===== src/rtl/per_bin_record_moving_average_unit_assert.svh =====
// Assertion macros for the per-bin record moving average datapath.
`ifndef PER_BIN_RECORD_MOVING_AVERAGE_UNIT_ASSERT_SVH
`define PER_BIN_RECORD_MOVING_AVERAGE_UNIT_ASSERT_SVH
`ifndef NO_ASSERTIONS
// Condition that must hold at every clock edge out of reset.
`define PBRMA_ASSERT_ALWAYS(lbl, cond) \
  lbl: assert property (@(posedge clk_i) disable iff (!rst_ni) (cond)) \
    else $error("assertion failed");
// Antecedent in one cycle implies consequent in the next.
`define PBRMA_ASSERT_NEXT(lbl, ante, cons) \
  lbl: assert property (@(posedge clk_i) disable iff (!rst_ni) (ante) |=> (cons)) \
    else $error("assertion failed");
`else
`define PBRMA_ASSERT_ALWAYS(lbl, cond)
`define PBRMA_ASSERT_NEXT(lbl, ante, cons)
`endif
`endif


===== src/rtl/pbrma_pkg.sv =====
// Types and constants shared by the moving average controller and datapath.
package pbrma_pkg;

  localparam int MaxAverages = 16;
  localparam int SlotW       = 4;
  localparam int MaxRecLen   = 1024;
  localparam int BinW        = 10;
  localparam int LenW        = 11;
  localparam int SampleW     = 16;
  localparam int HeldW       = 5;
  localparam int SumW        = 21;
  localparam int DivW        = 28;
  localparam int DivCntW     = 5;
  localparam int AvgW        = 24;
  localparam int AddrW       = SlotW + BinW;

  typedef enum logic [1:0] {
    OpOpen   = 2'd0,
    OpInsert = 2'd1,
    OpClear  = 2'd2,
    OpNone   = 2'd3
  } op_e;

  localparam logic [1:0] ErrOk    = 2'd0;
  localparam logic [1:0] ErrEmpty = 2'd1;
  localparam logic [1:0] ErrBin   = 2'd2;

  // Commands from the controller to the datapath.
  typedef struct packed {
    logic       load;
    logic       open_rec;
    logic       clr_log;
    logic       clr_step;
    logic       wr_sample;
    logic       rd_issue;
    logic       acc;
    logic       div_start;
    logic       div_step;
    logic       out_load;
    logic [1:0] err;
  } cmd_t;

  // Status from the datapath to the controller.
  typedef struct packed {
    op_e  op;
    logic held_zero;
    logic bin_bad;
    logic clr_done;
    logic more;
    logic len_match;
    logic div_done;
    logic out_busy;
  } status_t;

endpackage


===== src/rtl/pbrma_ctrl.sv =====
// Controller: sequences record opening, clearing sweep, averaging walk and division.
module pbrma_ctrl
  import pbrma_pkg::*;
(
  input  logic    clk_i,
  input  logic    rst_ni,
  input  logic    in_valid_i,
  output logic    in_ready_o,
  input  status_t status_i,
  output cmd_t    cmd_o
);

  typedef enum logic [3:0] {
    StIdle,
    StDispatch,
    StClear,
    StWrite,
    StLoop,
    StAcc,
    StDivide,
    StEmit
  } state_e;

  state_e     state_q, state_d;
  logic [1:0] err_q, err_d;

  // Next state and commands.
  always_comb begin
    state_d = state_q;
    err_d   = err_q;
    cmd_o   = '0;
    cmd_o.err = err_q;
    unique case (state_q)
      StIdle: begin
        if (in_valid_i) begin
          cmd_o.load = 1'b1;
          state_d    = StDispatch;
        end
      end
      StDispatch: begin
        unique case (status_i.op)
          OpOpen: begin
            cmd_o.open_rec = 1'b1;
            state_d        = StClear;
          end
          OpClear: begin
            cmd_o.clr_log = 1'b1;
            state_d       = StIdle;
          end
          OpInsert: begin
            if (status_i.held_zero) begin
              err_d   = ErrEmpty;
              state_d = StEmit;
            end else if (status_i.bin_bad) begin
              err_d   = ErrBin;
              state_d = StEmit;
            end else begin
              err_d   = ErrOk;
              state_d = StWrite;
            end
          end
          OpNone: state_d = StIdle;
          default: state_d = StIdle;
        endcase
      end
      StClear: begin
        if (status_i.clr_done) begin
          state_d = StIdle;
        end else begin
          cmd_o.clr_step = 1'b1;
        end
      end
      StWrite: begin
        cmd_o.wr_sample = 1'b1;
        state_d         = StLoop;
      end
      StLoop: begin
        if (status_i.more) begin
          cmd_o.rd_issue = 1'b1;
          state_d        = StAcc;
        end else begin
          cmd_o.div_start = 1'b1;
          state_d         = StDivide;
        end
      end
      StAcc: begin
        if (status_i.len_match) begin
          cmd_o.acc = 1'b1;
          state_d   = StLoop;
        end else begin
          cmd_o.div_start = 1'b1;
          state_d         = StDivide;
        end
      end
      StDivide: begin
        if (status_i.div_done) begin
          state_d = StEmit;
        end else begin
          cmd_o.div_step = 1'b1;
        end
      end
      StEmit: begin
        if (!status_i.out_busy) begin
          cmd_o.out_load = 1'b1;
          state_d        = StIdle;
        end
      end
      default: state_d = StIdle;
    endcase
  end

  // State register.
  always_ff @(posedge clk_i or negedge rst_ni) begin
    if (!rst_ni) begin
      state_q <= StIdle;
      err_q   <= ErrOk;
    end else begin
      state_q <= state_d;
      err_q   <= err_d;
    end
  end

  assign in_ready_o = (state_q == StIdle);

endmodule


===== config.mk =====
export PLATFORM = sky130hd
export DESIGN_NAME = pbrma_ctrl
export DESIGN_NICKNAME = d
export VERILOG_FILES = /design/src/rtl/per_bin_record_moving_average_unit_assert.svh /design/src/rtl/pbrma_pkg.sv /design/src/rtl/pbrma_ctrl.sv
export SDC_FILE = /design/constraint.sdc
export NUM_CORES = 1
export LEC_CHECK = 0
export BUFFER_PORTS_ARGS = -buffer_cell sky130_fd_sc_hd__buf_4
export CORE_AREA = 3 3 40 42
export DETAILED_ROUTE_END_ITERATION = 10
export DIE_AREA = 0 0 43 45
export PLACE_DENSITY = 0.71
export SLEW_MARGIN = 20
export SYNTH_ARGS = -nofsm -noshare
export SYNTH_HDL_FRONTEND = slang
export SYNTH_SLANG_ARGS = --single-unit

===== constraint.sdc =====
create_clock -name clk_i -period 1.1 [get_ports clk_i]
set_input_delay 0.33 -clock clk_i [delete_from_list [all_inputs] [get_ports clk_i]]
set_output_delay 0.33 -clock clk_i [all_outputs]
set_load 0.005 [all_outputs]

Word level (Yosys, flattened, before mapping). Index checks and enable logic that the tools add are counted.

Bits in registers: 6. Output and inout bits: 13. Word-level logic and storage cells: 52.

Equality and inequality tests: 14. Mux-type cells: 31. Reductions and logical operators: 5.

Operators by type and width (count): 4-bit one-hot mux with 8 select lines (1); 1-bit 2-to-1 mux (17); 4-bit by 3-bit equality test with 1-bit output (second input constant) (4); 4-bit 2-to-1 mux (4); 4-bit one-hot mux with 3 select lines (1); 2-bit 2-to-1 mux (5); 4-bit by 2-bit equality test with 1-bit output (second input constant) (2); 2-bit inequality test (second input constant) (4); 3-bit 2-to-1 mux (2); 2-bit equality test (second input constant) (2); 4-bit by 1-bit equality test with 1-bit output (second input constant) (1); 4-bit zero test (1); 4-bit AND reduction (1); 2-bit by 1-bit equality test with 1-bit output (second input constant) (1); 2-bit zero test (1); 1-bit one-hot mux with 2 select lines (1); 2-bit AND reduction (1); 2-bit OR reduction (1).

Logic depth before layout (Yosys ltp).
Depth after elaboration: 4. Mapped depth: 5.

Worst setup path before layout. Ideal clock, no wire load.

Kind: register to output. From: reg state_q[0]. To: out cmd_o[3] in the netlist's numbering. Data arrival time: 0.962 ns. Setup slack: -0.192 ns. Stages on the path, launching flop included: 3. Cells stage by stage: dfrtp_1 > buf_2 > nor4b_1.

RTL lines: start: declaration (RTL line pbrma_ctrl.sv:24) `state_e state_q, state_d;`; start signal: assignment (RTL line pbrma_ctrl.sv:115) `state_q <= StIdle;`; start signal: assignment (RTL line pbrma_ctrl.sv:118) `state_q <= state_d;`; end: declaration (RTL line pbrma_ctrl.sv:10) `output cmd_t cmd_o`.

==> summary by stage <==
Synthesis
Synthesis instantiated 26 different standard cells from the library. The register area share after synthesis is 0.299. The post-synthesis sequential element count is 5. In this run, synthesis inferred 0 flip-flops with an integrated enable. The fraction of registers with async set or reset after synthesis is 1.00.

Yosys printed 0 warnings. The gate count of the mapped netlist is 50. The number of nets in the synthesized netlist is 62. The main flop type after synthesis is dfrtp_1. The average footprint of a synthesized cell is ~8.4 sq um. The post-synth design cell area is 419 sq um.

Timing
Measured against its own limit, the worst slew margin works out to 0.824. Hold is met by 0.337 ns. Setup violations remaining at the end of the flow were counted as 15. The slack of the critical path is -0.502 ns.

The count of final hold-check violations is 0. Dividing the final minimum period by the clock period gives 1.46. Setup repair after global routing could not meet its margin everywhere. The post-route minimum period is 1.60 ns. Clock skew on the completed layout was measured at 0.00677 ns.

The measured slew at the worst slew-check pin is 0.264 ns. The number of pins with negative max-slew slack in the final report is 0. Static timing analysis puts the maximum clock frequency at approximately 620 MHz.

Placed design
At the placement stage, the worst setup path has a slack of -0.273 ns. Port buffering added 24 buffers. The sum of net half-perimeters after detailed placement is 995 um. The congestion estimate from routability-driven global placement came to 0.740.

Detailed routing
For this block, the routed nets add up to 1.29 mm of wire. In the routed design, unresolved DRC markers number 0. The pre-antenna-repair detailed-routing pass consisted of 4 iterations. The violation count after the first detailed-route iteration is 6.

The average wire per standard cell is 12.0 um. Dividing the detail-routed via count by the number of cells gives just under 5. The routed layout has about 530 vias. Once detail routing completed, the nets flagged for antenna violations numbered 0.

Power
For this design the total switching power over the nets is 0.000795 W. Of the total power, the share spent switching nets is 0.399. IR analysis of the VDD net gives a maximum drop of 1.31 mV. Power spread over the standard cell area amounts to 2190 nW/um^2. Internal power comes to 0.00120 W. Of the total power, combinational logic draws 0.690.

The completed layout was analyzed and its total power is 0.00199 W. In this run the static leakage power is 0.416 nW. Of the total power, registers draw 0.209.

The clock network fraction of total power is 0.102.

Die
The vertical extent of the die is ~45 um. The floorplan has 13 rows. 25 I/O pins were placed.

The die is 43 um wide. In this run the standard cell core region covers 1280 sq um. For this configuration, the core starts out at a cell density of 0.326.

The area enclosed by the die boundary is 1940 sq um.

GRT
The aggregate global routing overflow is 0. The maximum number of pins on one net before global-route repair is 8. The initial antenna violation count is 0. The first global-routing pass estimated 1.99 mm of wire. In the global route stage, overall resource usage came out at 0.133.

The number of global-route vias before repair is 492.

Clocking
The tree is rooted in a clkbuf_4. The clock-pin slew reported for the worst setup and hold paths after clock tree synthesis is roughly 0.050 ns. Counting the buffers created by CTS gives 3. The count of H-tree levels built during CTS is 1.

Counting every sink on the clock net gives 5. No sink is reached through more buffers than the 2 on the longest clock path. The TritonCTS clock tree is yes.

The clock latency at the later pin of the worst-skew pair is 0.23 ns.

Setup path
In this run the worst setup path begins at state_q[0]. STA classifies the critical path endpoint as an output port. The biggest fanout along the worst timing path is 7. The critical path is of the reg -> out type. The type of element launching the critical path is a flop. Data arrives at the worst endpoint at 1.27 ns. The worst path required time is 0.77 ns.

The start of the worst register-to-register path is state_q[2].

Finish
The number of antenna diodes in the final layout is 0. After the last flow step, the layout net total stands at 105. The commonest non-fill, non-tap cell in the layout is buf_4. From synthesis to final layout, the design area changed by 117%.

Of the cells placed in the final design, the portion with a size suffix greater than 1 is 0.685. In the layout the commonest cells are 35 x buf_4, 5 x nor2_1. Counting the fill cells in the layout gives 107.

Min path
The hold path startpoint is status_i[6]. In this run the worst hold path is classified as in -> reg.

Run status
The final reports fail on negative setup slack. The run finished, with violations left.

Flow run
The number of max-capacitance violations reported is 0.
## state kept, by name, indices dropped and copies added, names as in the netlist
register / cells
err_q: 2
state_q: 3
## routing by layer
metal / track usage / wire length [um] / up-vias
met1: 0.172 / 530 / 248
met3: 0.0159 / 73 / 0
met5: 0 / 0 / -
met4: 0.0361 / 0 / 0
met2: 0.234 / 681 / 16
li1: - / - / 268
## logic make-up (layout without fill, tap and decap cells)
| group | Yosys count | count (layout) | synth area share |
|---|---|---|---|
| and+or+nand+nor | 28 | 28 | 0.385 |
| AOI/OAI and AO/OA | 11 | 11 | 0.221 |
| buffers and inverters | 4 | 46 | 0.0448 |
| muxes | 2 | 2 | 0.0507 |
| DFF | 5 | 5 | 0.299 |
## final cells by class
type / count / area (sq um) / share of cell area
Timing Repair Buffer: 41 / 347 / 0.380
Inverter: 1 / 3.75 / 0.00412
Clock buffer: 4 / 26.3 / 0.0288
Sequential cell: 5 / 129 / 0.141
Multi-Input combinational cell: 41 / 387 / 0.424
Tap cell: 15 / 18.8 / 0.0206
## per-stage QoR
step,cells,cell area [sq um],TNS (ns),util
floorplan,50,523,-0.739,-
global placement,101,830,-2.71,0.646
detailed placement,101,830,-2.87,0.646
CTS,106,868,-5.64,0.676
global route,107,911,-6.43,0.709
finish,107,911,-5.51,0.709
## Yosys cell counts (2+ instances only)
library cell  instances  share of area
nand2_1               4          0.036
buf_2                 3          0.036
nor2b_1               2          0.030
a21oi_1               3          0.036
nor4b_1               3          0.063
nand2b_1              2          0.030
dfrtp_1               5           0.30
nand3_1               2          0.024
nor3_1                3          0.036
nor2_1                6          0.054
o21ai_0               2          0.024
## repair_timing
| action | CTS | global route |
|---|---|---|
| buffers inserted | 0 | 1 |
| hold endpoints to repair | 5 | 0 |
| gates resized for setup | 2 | 9 |
| cloned | 0 | 0 |
| pin swaps | 0 | 4 |
| setup endpoints to repair | 16 | 16 |
| hold buffers | 1 | 0 |
## worst paths after layout
check	to	slack (ns)	cells after the start
worst max register to register	state_q[0]	-0.39	6
worst min register to register	err_q[0]	0.50	1
max in group asynchronous	state_q[2]	0.52	2
worst max-delay path	cmd_o[3]	-0.50	3
min in group asynchronous	state_q[1]	0.46	2
worst min-delay path	err_q[0]	0.34	2
## power by group through the flow
stage                     registers, W  logic [W]  clock network [W]
after detailed placement      0.000404    0.00127                  0
after global routing          0.000437    0.00146           0.000221
final                         0.000416    0.00138           0.000203
after floorplan               0.000403   0.000715                  0
after global placement        0.000406    0.00125                  0
after CTS                     0.000403    0.00128           0.000212
## worst max-delay path: stages (launching register included)
cell and delay [ns]:
dfrtp_2 0.48, buf_4 0.20, nor4b_4 0.21, buf_4 0.15
No activity file was read; power rests on OpenSTA's default activity.
